**src/ple_pkg.sv**
```systemverilog
// Shared types and codes for the positional list engine.
`timescale 1ns / 1ps

package ple_pkg;

	typedef logic signed [31:0] word_t;

	// Request opcodes
	localparam logic [2:0] OP_INS_HEAD = 3'd0;
	localparam logic [2:0] OP_INS_TAIL = 3'd1;
	localparam logic [2:0] OP_INS_POS  = 3'd2;
	localparam logic [2:0] OP_DEL_HEAD = 3'd3;
	localparam logic [2:0] OP_DEL_TAIL = 3'd4;
	localparam logic [2:0] OP_DEL_POS  = 3'd5;
	localparam logic [2:0] OP_DUMP     = 3'd6;

	// Result status codes
	localparam logic [1:0] ST_OK     = 2'd0;
	localparam logic [1:0] ST_EMPTY  = 2'd1;
	localparam logic [1:0] ST_BOUNDS = 2'd2;
	localparam logic [1:0] ST_FULL   = 2'd3;

	typedef struct packed {
		logic [2:0] opcode;
		logic [5:0] position;
		word_t      value;
	} req_t;

	typedef struct packed {
		logic [1:0] status;
		word_t      item_value;
		logic       has_item;
		logic       is_last;
	} rsp_t;

	// The command that every cell of the chain carries out
	typedef enum logic [1:0] {
		CMD_HOLD,
		CMD_INSERT,
		CMD_DELETE,
		CMD_ROTATE
	} cmd_kind_t;

	typedef enum logic [1:0] {
		S_IDLE,
		S_EXEC,
		S_DUMP
	} state_t;

endpackage

```
**src/ple_cell.sv**
```systemverilog
// One storage cell of the list chain.
`timescale 1ns / 1ps

module ple_cell import ple_pkg::*; #(
	parameter int INDEX = 0,
	parameter int LW    = 6
) (
	input  logic            clk,
	input  cmd_kind_t       kind,
	input  logic [LW-1:0]   idx,
	input  logic [LW-1:0]   len,
	input  word_t           new_value,
	input  word_t           left,
	input  word_t           right,
	input  word_t           head,
	output word_t           value
);

	localparam logic [LW-1:0] MY_IDX  = LW'(INDEX);
	localparam logic [LW-1:0] MY_NEXT = LW'(INDEX + 1);

	word_t value_q;
	word_t value_d;

	always_comb begin
		value_d = value_q;
		unique case (kind)
			CMD_INSERT: begin
				if (MY_IDX == idx) begin
					value_d = new_value;
				end else if (MY_IDX > idx) begin
					value_d = left;
				end
			end
			CMD_DELETE: begin
				if (MY_IDX >= idx) begin
					value_d = right;
				end
			end
			CMD_ROTATE: begin
				// advance toward the head; the tail slot takes the old head
				if (MY_NEXT < len) begin
					value_d = right;
				end else if (MY_NEXT == len) begin
					value_d = head;
				end
			end
			CMD_HOLD: value_d = value_q;
			default:  value_d = value_q;
		endcase
	end

	always_ff @(posedge clk) begin
		value_q <= value_d;
	end

	assign value = value_q;

endmodule

```
**src/positional_list_engine.sv**
```systemverilog
// Top level of the positional list engine: control, length and the cell chain.
`timescale 1ns / 1ps

// Positional list engine: a bounded ordered list of signed 32-bit values.
// The request channel (req_valid / req_stall / req) carries an opcode, a
// 1-based position and a value. The result channel (rsp_valid / rsp_stall /
// rsp) returns status, item_value, has_item and is_last.
// The list lives in a chain of CAPACITY cells; an insert or delete shifts
// every affected cell by one place at once.
// A request is registered on acceptance and executed in the EXEC state
// once the result register is free to load; req_stall stays high until the
// engine is back in idle, so no new request is taken while one is in work.
// A dump of a non-empty list goes from EXEC to DUMP, then rotates the chain
// by one cell per cycle while the receiver does not stall, presenting the
// head cell each time. The rotation leaves the list in its original order.
// Opcode 7 is dropped with no result.
// Reset clears the length and the control state; cell contents are left as
// they are and are never read before being written.
// When the receiver stalls, the result register holds and the engine waits
// in its current step; a new request is still taken while a finished result
// waits, as long as the engine itself is idle.
module positional_list_engine import ple_pkg::*; #(
	parameter int CAPACITY = 32
) (
	input  logic clk,
	input  logic arst_n,
	input  logic req_valid,
	output logic req_stall,
	input  req_t req,
	output logic rsp_valid,
	input  logic rsp_stall,
	output rsp_t rsp
);

	localparam int LW = $clog2(CAPACITY + 1);
	localparam int CW = ((LW > 6) ? LW : 6) + 1;

	state_t          state_q, state_d;
	req_t            req_q;
	logic [LW-1:0]   len_q, len_d;
	logic [LW-1:0]   cnt_q, cnt_d;
	logic            rsp_valid_q;
	rsp_t            rsp_q, rsp_d;
	logic            load;
	logic            can_load;

	cmd_kind_t       kind;
	logic [LW-1:0]   idx;

	// decoded edit of the held request
	logic [1:0]      st;
	cmd_kind_t       ek;
	logic [LW-1:0]   eidx;
	logic [CW-1:0]   pos_w, len_w;
	logic            full, empty;

	word_t cell_val [CAPACITY];

	assign req_stall = (state_q != S_IDLE);
	assign rsp_valid = rsp_valid_q;
	assign rsp       = rsp_q;
	assign can_load  = !rsp_valid_q || !rsp_stall;

	// Status and shift decode for the held request
	always_comb begin
		pos_w = CW'(req_q.position);
		len_w = CW'(len_q);
		full  = (len_q == LW'(CAPACITY));
		empty = (len_q == '0);
		st    = ST_OK;
		ek    = CMD_HOLD;
		eidx  = '0;
		unique case (req_q.opcode)
			OP_INS_HEAD: begin
				if (full) begin
					st = ST_FULL;
				end else begin
					ek = CMD_INSERT;
				end
			end
			OP_INS_TAIL: begin
				if (full) begin
					st = ST_FULL;
				end else begin
					ek   = CMD_INSERT;
					eidx = len_q;
				end
			end
			OP_INS_POS: begin
				if (full) begin
					st = ST_FULL;
				end else if (pos_w == '0 || pos_w > len_w + CW'(1)) begin
					st = ST_BOUNDS;
				end else begin
					ek   = CMD_INSERT;
					eidx = LW'(pos_w - CW'(1));
				end
			end
			OP_DEL_HEAD: begin
				if (empty) begin
					st = ST_EMPTY;
				end else begin
					ek = CMD_DELETE;
				end
			end
			OP_DEL_TAIL: begin
				if (empty) begin
					st = ST_EMPTY;
				end else begin
					ek   = CMD_DELETE;
					eidx = len_q - LW'(1);
				end
			end
			OP_DEL_POS: begin
				if (empty) begin
					st = ST_EMPTY;
				end else if (pos_w == '0 || pos_w > len_w) begin
					st = ST_BOUNDS;
				end else begin
					ek   = CMD_DELETE;
					eidx = LW'(pos_w - CW'(1));
				end
			end
			default: begin
				// dump and the unused opcode make no edit
				st = ST_OK;
				ek = CMD_HOLD;
			end
		endcase
	end

	// Sequencer: next state, chain command and result load
	always_comb begin
		state_d = state_q;
		kind    = CMD_HOLD;
		idx     = '0;
		load    = 1'b0;
		rsp_d   = '0;
		len_d   = len_q;
		cnt_d   = cnt_q;
		unique case (state_q)
			S_IDLE: begin
				if (req_valid) begin
					state_d = S_EXEC;
				end
			end
			S_EXEC: begin
				if (can_load) begin
					state_d = S_IDLE;
					if (req_q.opcode == OP_DUMP) begin
						if (empty) begin
							load          = 1'b1;
							rsp_d.status  = ST_OK;
							rsp_d.is_last = 1'b1;
						end else begin
							cnt_d   = '0;
							state_d = S_DUMP;
						end
					end else if (req_q.opcode <= OP_DEL_POS) begin
						load          = 1'b1;
						rsp_d.status  = st;
						rsp_d.is_last = 1'b1;
						if (st == ST_OK) begin
							kind = ek;
							idx  = eidx;
							if (ek == CMD_INSERT) begin
								len_d = len_q + LW'(1);
							end else if (ek == CMD_DELETE) begin
								len_d = len_q - LW'(1);
							end
						end
					end
				end
			end
			S_DUMP: begin
				if (can_load) begin
					load             = 1'b1;
					rsp_d.status     = ST_OK;
					rsp_d.item_value = cell_val[0];
					rsp_d.has_item   = 1'b1;
					rsp_d.is_last    = (cnt_q == len_q - LW'(1));
					kind             = CMD_ROTATE;
					cnt_d            = cnt_q + LW'(1);
					if (rsp_d.is_last) begin
						state_d = S_IDLE;
					end
				end
			end
			default: state_d = S_IDLE;
		endcase
	end

	always_ff @(posedge clk or negedge arst_n) begin
		if (!arst_n) begin
			state_q     <= S_IDLE;
			len_q       <= '0;
			cnt_q       <= '0;
			rsp_valid_q <= 1'b0;
		end else begin
			state_q <= state_d;
			len_q   <= len_d;
			cnt_q   <= cnt_d;
			if (load) begin
				rsp_valid_q <= 1'b1;
			end else if (!rsp_stall) begin
				rsp_valid_q <= 1'b0;
			end
		end
	end

	// Payload registers: capture the request on accept, the result on load
	always_ff @(posedge clk) begin
		if (req_valid && !req_stall) begin
			req_q <= req;
		end
		if (load) begin
			rsp_q <= rsp_d;
		end
	end

	// Cell chain: each cell sees its neighbors and the head
	for (genvar i = 0; i < CAPACITY; i++) begin : g_cell
		word_t left_v, right_v;
		if (i == 0) begin : g_first
			assign left_v = '0;
		end else begin : g_mid_l
			assign left_v = cell_val[i-1];
		end
		if (i == CAPACITY - 1) begin : g_last
			assign right_v = '0;
		end else begin : g_mid_r
			assign right_v = cell_val[i+1];
		end
		ple_cell #(
			.INDEX (i),
			.LW    (LW)
		) u_cell (
			.clk       (clk),
			.kind      (kind),
			.idx       (idx),
			.len       (len_q),
			.new_value (req_q.value),
			.left      (left_v),
			.right     (right_v),
			.head      (cell_val[0]),
			.value     (cell_val[i])
		);
	end

endmodule

```
**config.mk**
```make
export PLATFORM = sky130hd
export DESIGN_NAME = positional_list_engine
export DESIGN_NICKNAME = d
export VERILOG_FILES = /design/src/ple_pkg.sv /design/src/ple_cell.sv /design/src/positional_list_engine.sv
export SDC_FILE = /design/constraint.sdc
export NUM_CORES = 2
export LEC_CHECK = 0
export BUFFER_PORTS_ARGS = -buffer_cell sky130_fd_sc_hd__buf_4
export CORE_MARGIN = 1.5
export CORE_UTILIZATION = 55
export DETAILED_ROUTE_END_ITERATION = 6
export MAX_ROUTING_LAYER = met4
export PLACE_DENSITY_LB_ADDON = 0.05
export SYNTH_ARGS = -nofsm -noshare
export SYNTH_HDL_FRONTEND = slang
export SYNTH_SLANG_ARGS = --single-unit
```
**constraint.sdc**
```tcl
create_clock -name clk -period 11.05 [get_ports clk]
set_input_delay 0 -clock clk [delete_from_list [all_inputs] [get_ports clk]]
set_output_delay 0 -clock clk [all_outputs]
set_load 0.01 [all_outputs]
```
[Word level (Yosys, flattened, before mapping)]
Index checks and enable logic that the tools add are counted.
Storage, ports and cells
  flip-flop bits (word level): 1116
  latch bits: 0
  bits in writable memories: 0
  ROM bits: 0
  input bits: 45
  output and inout bits: 38
  memories: 0
Operators by class
  add/sub/neg operators: 5
  multiply operators: 0
  divide/modulo/power cells: 0
  order comparisons: 99
  equality and inequality tests: 180
  shift-type cells: 0
  muxes and demuxes: 250
  bitwise gates (word level): 2
  reduce and logical (&&, ||, !) cells: 55
Operators with widths (count)
  $mux W32: 159
  $pmux W32 S3: 32
  $eq A5 B6 Y1 const A: 32
  $ne A3 B1 Y1 const B: 63
  $reduce_and A4 Y1: 33
  $mux W6: 17
  $eq A4 B6 Y1 const A: 16
  $ge A5 B6 Y1 const A: 16
  $gt A5 B6 Y1 const A: 16
  $lt A5 B6 Y1 const A: 16
  $ne A2 B1 Y1 const B: 34
  $eq A3 B6 Y1 const A: 8
  $ge A4 B6 Y1 const A: 8
  $gt A4 B6 Y1 const A: 8
  $lt A4 B6 Y1 const A: 8
  $mux W2: 22
  $eq A2 B6 Y1 const A: 4
  $ge A3 B6 Y1 const A: 4
  $gt A3 B6 Y1 const A: 4
  $lt A3 B6 Y1 const A: 4
  $pmux W6 S4: 1
  $logic_not A6 Y1: 3
  $pmux W2 S4: 2
  $add A6 B1 Y6 const B: 2
  other kinds (38): 79

[Logic depth before layout (Yosys ltp)]
  depth after elaboration: 16
  gate-level depth with buffers: 19
  gate-level depth less buffers: 15

[Modules after synthesis]
Synthesis repeated with hierarchy kept, for this count alone.
Second synthesis, totals
  cell total of the unflattened synthesis: 6898
  area, all modules: 76850.0 sq um
By module, submodules not included
  positional_list_engine: instances 1, cells an instance 401, area each 4712.0 sq um, seq. area each 2687.6 sq um
  ple_cell (g_cell[2].u_cell): instances 1, cells an instance 274, area each 2911.5 sq um, seq. area each 960.9 sq um
  ple_cell (g_cell[26].u_cell): instances 1, cells an instance 276, area each 2819.0 sq um, seq. area each 960.9 sq um
  ple_cell (g_cell[4].u_cell): instances 1, cells an instance 273, area each 2786.4 sq um, seq. area each 960.9 sq um
  ple_cell (g_cell[15].u_cell): instances 1, cells an instance 310, area each 2702.6 sq um, seq. area each 960.9 sq um
  ple_cell (g_cell[27].u_cell): instances 1, cells an instance 245, area each 2457.4 sq um, seq. area each 960.9 sq um
  ple_cell (g_cell[28].u_cell): instances 1, cells an instance 271, area each 2432.3 sq um, seq. area each 960.9 sq um
  ple_cell (g_cell[6].u_cell): instances 1, cells an instance 238, area each 2408.6 sq um, seq. area each 960.9 sq um
  ple_cell (g_cell[13].u_cell): instances 1, cells an instance 272, area each 2402.3 sq um, seq. area each 960.9 sq um
  ple_cell (g_cell[12].u_cell): instances 1, cells an instance 272, area each 2376.0 sq um, seq. area each 960.9 sq um
  ple_cell (g_cell[7].u_cell): instances 1, cells an instance 240, area each 2352.3 sq um, seq. area each 960.9 sq um
  ple_cell (g_cell[23].u_cell): instances 1, cells an instance 244, area each 2324.7 sq um, seq. area each 960.9 sq um
  ple_cell (g_cell[25].u_cell): instances 1, cells an instance 195, area each 2230.9 sq um, seq. area each 960.9 sq um
  ple_cell (g_cell[14].u_cell): instances 1, cells an instance 197, area each 2224.6 sq um, seq. area each 960.9 sq um
  19 more rows

[Worst setup path before layout]
Ideal clock, no wire load.
  path kind: reg-to-reg
  from: register len_q[5]
  to: register g_cell[3].u_cell.value_q[0], enable pin
  arrival time: 8106 ps
  required time: 10455 ps
  slack: 2349 ps
  stages on the path, launching flop included: 14
  path buffers: 3
  path through: dfrtp_1 -> buf_2 -> buf_1 -> buf_1 -> xnor2_1 -> ha_1 -> nand3_1 -> a21oi_1 -> o21a_1 -> nor2_1 -> a221o_1 -> o21ai_2 -> a21oi_1 -> a2111oi_0
On the way
  longest elaborated chain between the ends: 15
  elaborated cells between the ends (all ways): 54
  those cells by class: 2 x add/sub; 5 x order compare; 9 x eq/ne; 31 x mux; 1 x bitwise; 6 x reduce/logical
RTL lines
  start, declared: RTL line positional_list_engine.sv:40  | logic [LW-1:0] len_q, len_d;
  start signal, assigned: RTL line positional_list_engine.sv:201  | len_q <= len_d;
  $add A6 B1 Y7: RTL line positional_list_engine.sv:92  | end else if (pos_w == '0 || pos_w > len_w + CW'(1)) begin
  $gt A6 B7 Y1: RTL line positional_list_engine.sv:92
  $logic_or A1 B1 Y1: RTL line positional_list_engine.sv:92
  $mux W2: RTL line positional_list_engine.sv:92
  $mux W2: RTL line positional_list_engine.sv:90  | if (full) begin
  $pmux W2 S4: RTL line positional_list_engine.sv:73  | unique case (req_q.opcode)
  $logic_not A2 Y1: RTL line positional_list_engine.sv:163  | if (st == ST_OK) begin
  $mux W6 or $mux W2 (tied branches): RTL line positional_list_engine.sv:163
  $mux W6 or $mux W2 (tied branches): RTL line positional_list_engine.sv:159  | end else if (req_q.opcode <= OP_DEL_POS) begin
  $mux W6 or $mux W2 (tied branches): RTL line positional_list_engine.sv:150  | if (req_q.opcode == OP_DUMP) begin
  $mux W6 or $mux W2 (tied branches): RTL line positional_list_engine.sv:148  | if (can_load) begin
  $mux W6 or $pmux W2 S2 (tied branches): RTL line positional_list_engine.sv:141  | unique case (state_q)
  $gt A2 B6 Y1, or another cell as far along: RTL line ple_cell.sv:31  | end else if (MY_IDX > idx) begin
  $ne A3 B1 Y1 (no source line), or another cell as far along
  $reduce_and A4 Y1 (no source line) *
  end signal, assigned: RTL line ple_cell.sv:54  | value_q <= value_d;
  end, declared: RTL line ple_cell.sv:22  | word_t value_q;
Every way passes the cells marked *; elsewhere a longest branch is shown, timed or not.
A chain may end at the register's enable or synchronous reset.

[Worst setup path after layout]
  from: register len_q[2]
  to: register g_cell[26].u_cell.value_q[0], data pin
On the way
  longest elaborated chain between the ends: 15
  elaborated cells between the ends (all ways): 48
  those cells by class: 2 x add/sub; 3 x order compare; 5 x eq/ne; 34 x mux; 4 x reduce/logical
RTL lines
  $add A6 B1 Y7: RTL line positional_list_engine.sv:92
  $gt A6 B7 Y1: RTL line positional_list_engine.sv:92
  $logic_or A1 B1 Y1: RTL line positional_list_engine.sv:92
  $mux W2: RTL line positional_list_engine.sv:92
  $mux W2: RTL line positional_list_engine.sv:90
  $pmux W2 S4: RTL line positional_list_engine.sv:73
  $logic_not A2 Y1: RTL line positional_list_engine.sv:163
  $mux W6: RTL line positional_list_engine.sv:163
  $mux W6: RTL line positional_list_engine.sv:159
  $mux W6: RTL line positional_list_engine.sv:150
  $mux W6: RTL line positional_list_engine.sv:148
  $mux W6: RTL line positional_list_engine.sv:141
  $eq A5 B6 Y1: RTL line ple_cell.sv:29  | if (MY_IDX == idx) begin
  $mux W32: RTL line ple_cell.sv:29
  $pmux W32 S3 *: RTL line ple_cell.sv:27  | unique case (kind)
  net g_cell[26].u_cell.value_d[0]: RTL line ple_cell.sv:23  | word_t value_d;
  end signal, assigned: RTL line ple_cell.sv:54
  end, declared: RTL line ple_cell.sv:22
Mark *: on every way through the listed nets, which the timed path passes. The rest lies on a longest branch.

==> metrics.md <==
| Metric | Value |
|---|---|
| Type of the worst setup path | flip-flop to flip-flop |
| Wire length per cell | 42.0 um |
| Hold Crit Depth | 2 |
| Endpoint class of the critical path | flip-flop |
| CTS root buffer | clkbuf_16 |
| Status | finished with violations |
| Post-cts sizing count | 0 |
| Worst setup SP type | flip-flop |
| Die area | 131000 um^2 |
| First-pass GRT wire length | 484 mm |
| TNS Setup | 0 ns |
| TritonCTS buffer count | 135 |
| Failing checks | design-rule violations |
| Initial DRC Count | about 13k |
| Mapped Cells | 6742 |
| Top-count cell post-synth | edfxtp_1 |
| #FFs+latches synth | 1116 |
| Total clock sinks | 1116 |
| Reg2Reg Depth | 15 |
| Worst-Skew Late Latency | between 0.8 and 0.9 ns |
| Post-DR vias/cell | 8.46 |
| WP buf/inv | 3 |
| Clock skew | 0.0279 ns |
| Die width | 362 um |
| CP max-delay cell | nand4_1 |
| CTS tree | yes |
| Register area share after synthesis | 0.473 |
| Detailed Route WL | 341 mm |
| Placed standard-cell area | around 73000 um^2 |
| Crit. path cell count | 15 |
| Post-synth EDFFs | 1101 |
| Largest net degree at the start of global routing | 184 |
| Grt total ovfl | 0 |
| Synth-to-Final Area Change | 10.1% |
| CP Data Arrival Time | between 7 and 8 ns |
| Slew headroom | 0.0285 |
| P_leak | 0.0267 uW |
| Max-Cap Viols | 0 |
| Crit-path max FO | 32 |
| Post-synth top flop | edfxtp_1 |
| Row Count | 131 |
| Synth cell types | between 80 and 90 |
| Synth top area cells | edfxtp_1, mux2i_1, a211oi_1, clkbuf_1, a221oi_1 |
| # setup viols final | 0 |
| FMAX | 146 MHz |
| Final hold vios | 0 |
| Clock-pin slew on the worst setup and hold paths | approximately 0.06 ns |
| Required @ worst endpoint | 11.59 ns |
| Residual DRC count | 12 |
| RSZ-0062 raised after global routing | false |
| Slew Limit Fails | 0 |
| Worst min-delay path class | input port to flip-flop |
| Drt first pass iters | 7 |
| Crit-path cells | inv_1 -> nor2_1 -> nand2_1 -> xnor2_1 -> ha_1 -> a21o_1 -> a21o_1 -> o21a_1 -> a221oi_1 -> and3_2 -> buf_4 -> nand4_1 -> buf_4 -> or2_2 -> o211a_1 |
| Post-CTS setup buffers | 0 |
| Cell taking the most area after synthesis | edfxtp_1 |
| Die Y | 362 um |
| Vias in the first global route | 66.6k |
| Post-Syn Nets | 6810 |
| PwrDens | 288 nW/um^2 |
| Fill cells | between 10k and 15k |
| Syn Std Cell Area | 70700 um^2 |
| Final instance area | approximately 78000 um^2 |
| Routed Antenna Nets | 0 |
| Syn avg cell area | about 10 um^2 |
| Final GP Congestion | about 0.96 |
| Top Ports | 83 |
| Yosys warns | 0 |
| Tcrit/Tclk final | 0.620 |
| Largest stage delay, worst path | 0.91 ns |
| Worst-Margin Slew | between 1 and 1.5 ns |
| Share of cells above drive strength 1 | 0.142 |
| Via count | roughly 69k |
| Max IR drop VDD | 0.000512 V |
| # H-tree levels | 4 |
| CTS max path bufs | 3 |
| Gr usage total | 0.524 |
| Starting Density | 0.555 |
| HPWL after DPL | 197 mm |
| Post-synth ARST share | 0.0134 |
| Crit path max-delay family | simple AND/OR/NAND/NOR gates |
| I/O Buffers | 82 |
| Crit path time final | 6.85 ns |
| Core ar. | 128000 um^2 |
| Antenna violations before repair | 14 |
| Ranking of synthesized cells by instance count | edfxtp_1, clkbuf_1, nor2_1, a211oi_1, mux2i_1 |
| Area fraction of the dominant cell type after synthesis | 0.468 |
| Nets@finish | 6423 |
[flip-flops by register name, indices dropped and copies added, names as in the netlist]
name	cells
req_q	35
state_q	2
len_q	6
rsp	36
pos_w	6
g_cell.u_cell.value	1024
rsp_valid	1
cnt_q	6
[placed cells by master, fill, tap and decap left out, types with 34 or more instances in the layout]
master and n:
o31ai_1 159, edfxtp_1 1101, nand2_1 247, o21ai_0 227
nor2_2 47, a311oi_1 96, nor2_1 504, nor4_1 72
dlygate4sd3_1 83, nor2b_1 38, nand4_1 44, and3_1 69
mux2i_1 521, a21oi_1 208, nor3_1 46, o211ai_1 69
a22oi_1 129, a211oi_1 518, buf_4 358, nand3_1 255
a221oi_1 289, a31oi_1 61, clkbuf_1 36, o221a_2 34
mux2_2 149, a41oi_1 166, o2bb2ai_1 64, o311a_1 191
clkbuf_16 145, nand2b_1 65
[what timing repair did]
item,4_1_cts,5_1_grt
endpoints found under the hold margin,60,0
hold buffers,83,0
endpoints found under the setup margin,0,0
[area by class of cell]
cell class                 instances  area, um^2  share of cell area
antenna                           14        35.0            0.000450
clock buffer                     181        3760              0.0483
inverter                          23        86.3             0.00111
timing repair buffer             454        3780              0.0485
clock inverter                    53         390             0.00501
sequential                      1116       33400               0.429
multi-input combinational       4625       34300               0.441
tap                             1662        2080              0.0267
[worst paths after layout]
path                       slack, ns                                   end              startpoint
hold reg to reg                 0.54                state_q[1]$_DFFE_PN0P_  state_q[1]$_DFFE_PN0P_
hold / removal                  0.03                    pos_w[4]$_DFFE_PP_                 req[36]
setup reg to reg                4.20  g_cell[26].u_cell.value[0]$_DFFE_PP_    len_q[2]$_DFFE_PN0P_
max in group asynchronous       9.95                  len_q[3]$_DFFE_PN0P_                  arst_n
setup / recovery                4.20  g_cell[26].u_cell.value[0]$_DFFE_PP_    len_q[2]$_DFFE_PN0P_
min in group asynchronous       0.45                 rsp_valid$_DFFE_PN0P_                  arst_n
[cells by family after synthesis]
family,synth area share
AOI/OAI and AO/OA,0.263
and+or+nand+nor,0.0995
DFF,0.473
buffers and inverters,0.0580
muxes,0.100
xor gates and xnor gates,0.00285
adders and majority gates,0.00407
[layer usage]
metal  routed length, um  vias up  global-route usage
met5                   0        -                   -
met4               33000        0               0.403
met3               52900     1867               0.174
met2              141000     6964               0.725
met1              114000    33500               0.627
li1                    -    26500                   -
[per-stage QoR]
| stage | worst slack, ns | utilization | total power, uW | hold slack [ns] | std cells |
|---|---|---|---|---|---|
| finish | 4.20 | 0.611 | 22400 | 0.0332 | 8128 |
| global route | 3.94 | 0.611 | 22700 | 0.0181 | 8126 |
| CTS | 4.44 | 0.611 | 21700 | 0.00135 | 8114 |
| detailed placement | 4.46 | 0.571 | 17300 | -0.102 | 7797 |
| global placement | 4.53 | 0.571 | 17200 | -0.101 | 7797 |
| floorplan | 2.35 | - | 13300 | -0.296 | 6742 |
[power breakdown]
group | switching (uW) | internal [uW]
clock | 1920 | 2480
combinational | 7500 | 2910
sequential | 840 | 6750
[worst register-to-register path, delay by kind of cell (launching register included)]
kind,cells,cell delay (ns)
and+or+nand+nor,5,2.51
AOI/OAI and AO/OA,5,1.42
buffers and inverters,3,1.36
DFF,1,0.79
adders and majority gates,1,0.29
xor gates and xnor gates,1,0.23
Note: power is estimated with default switching activity, not from simulation.
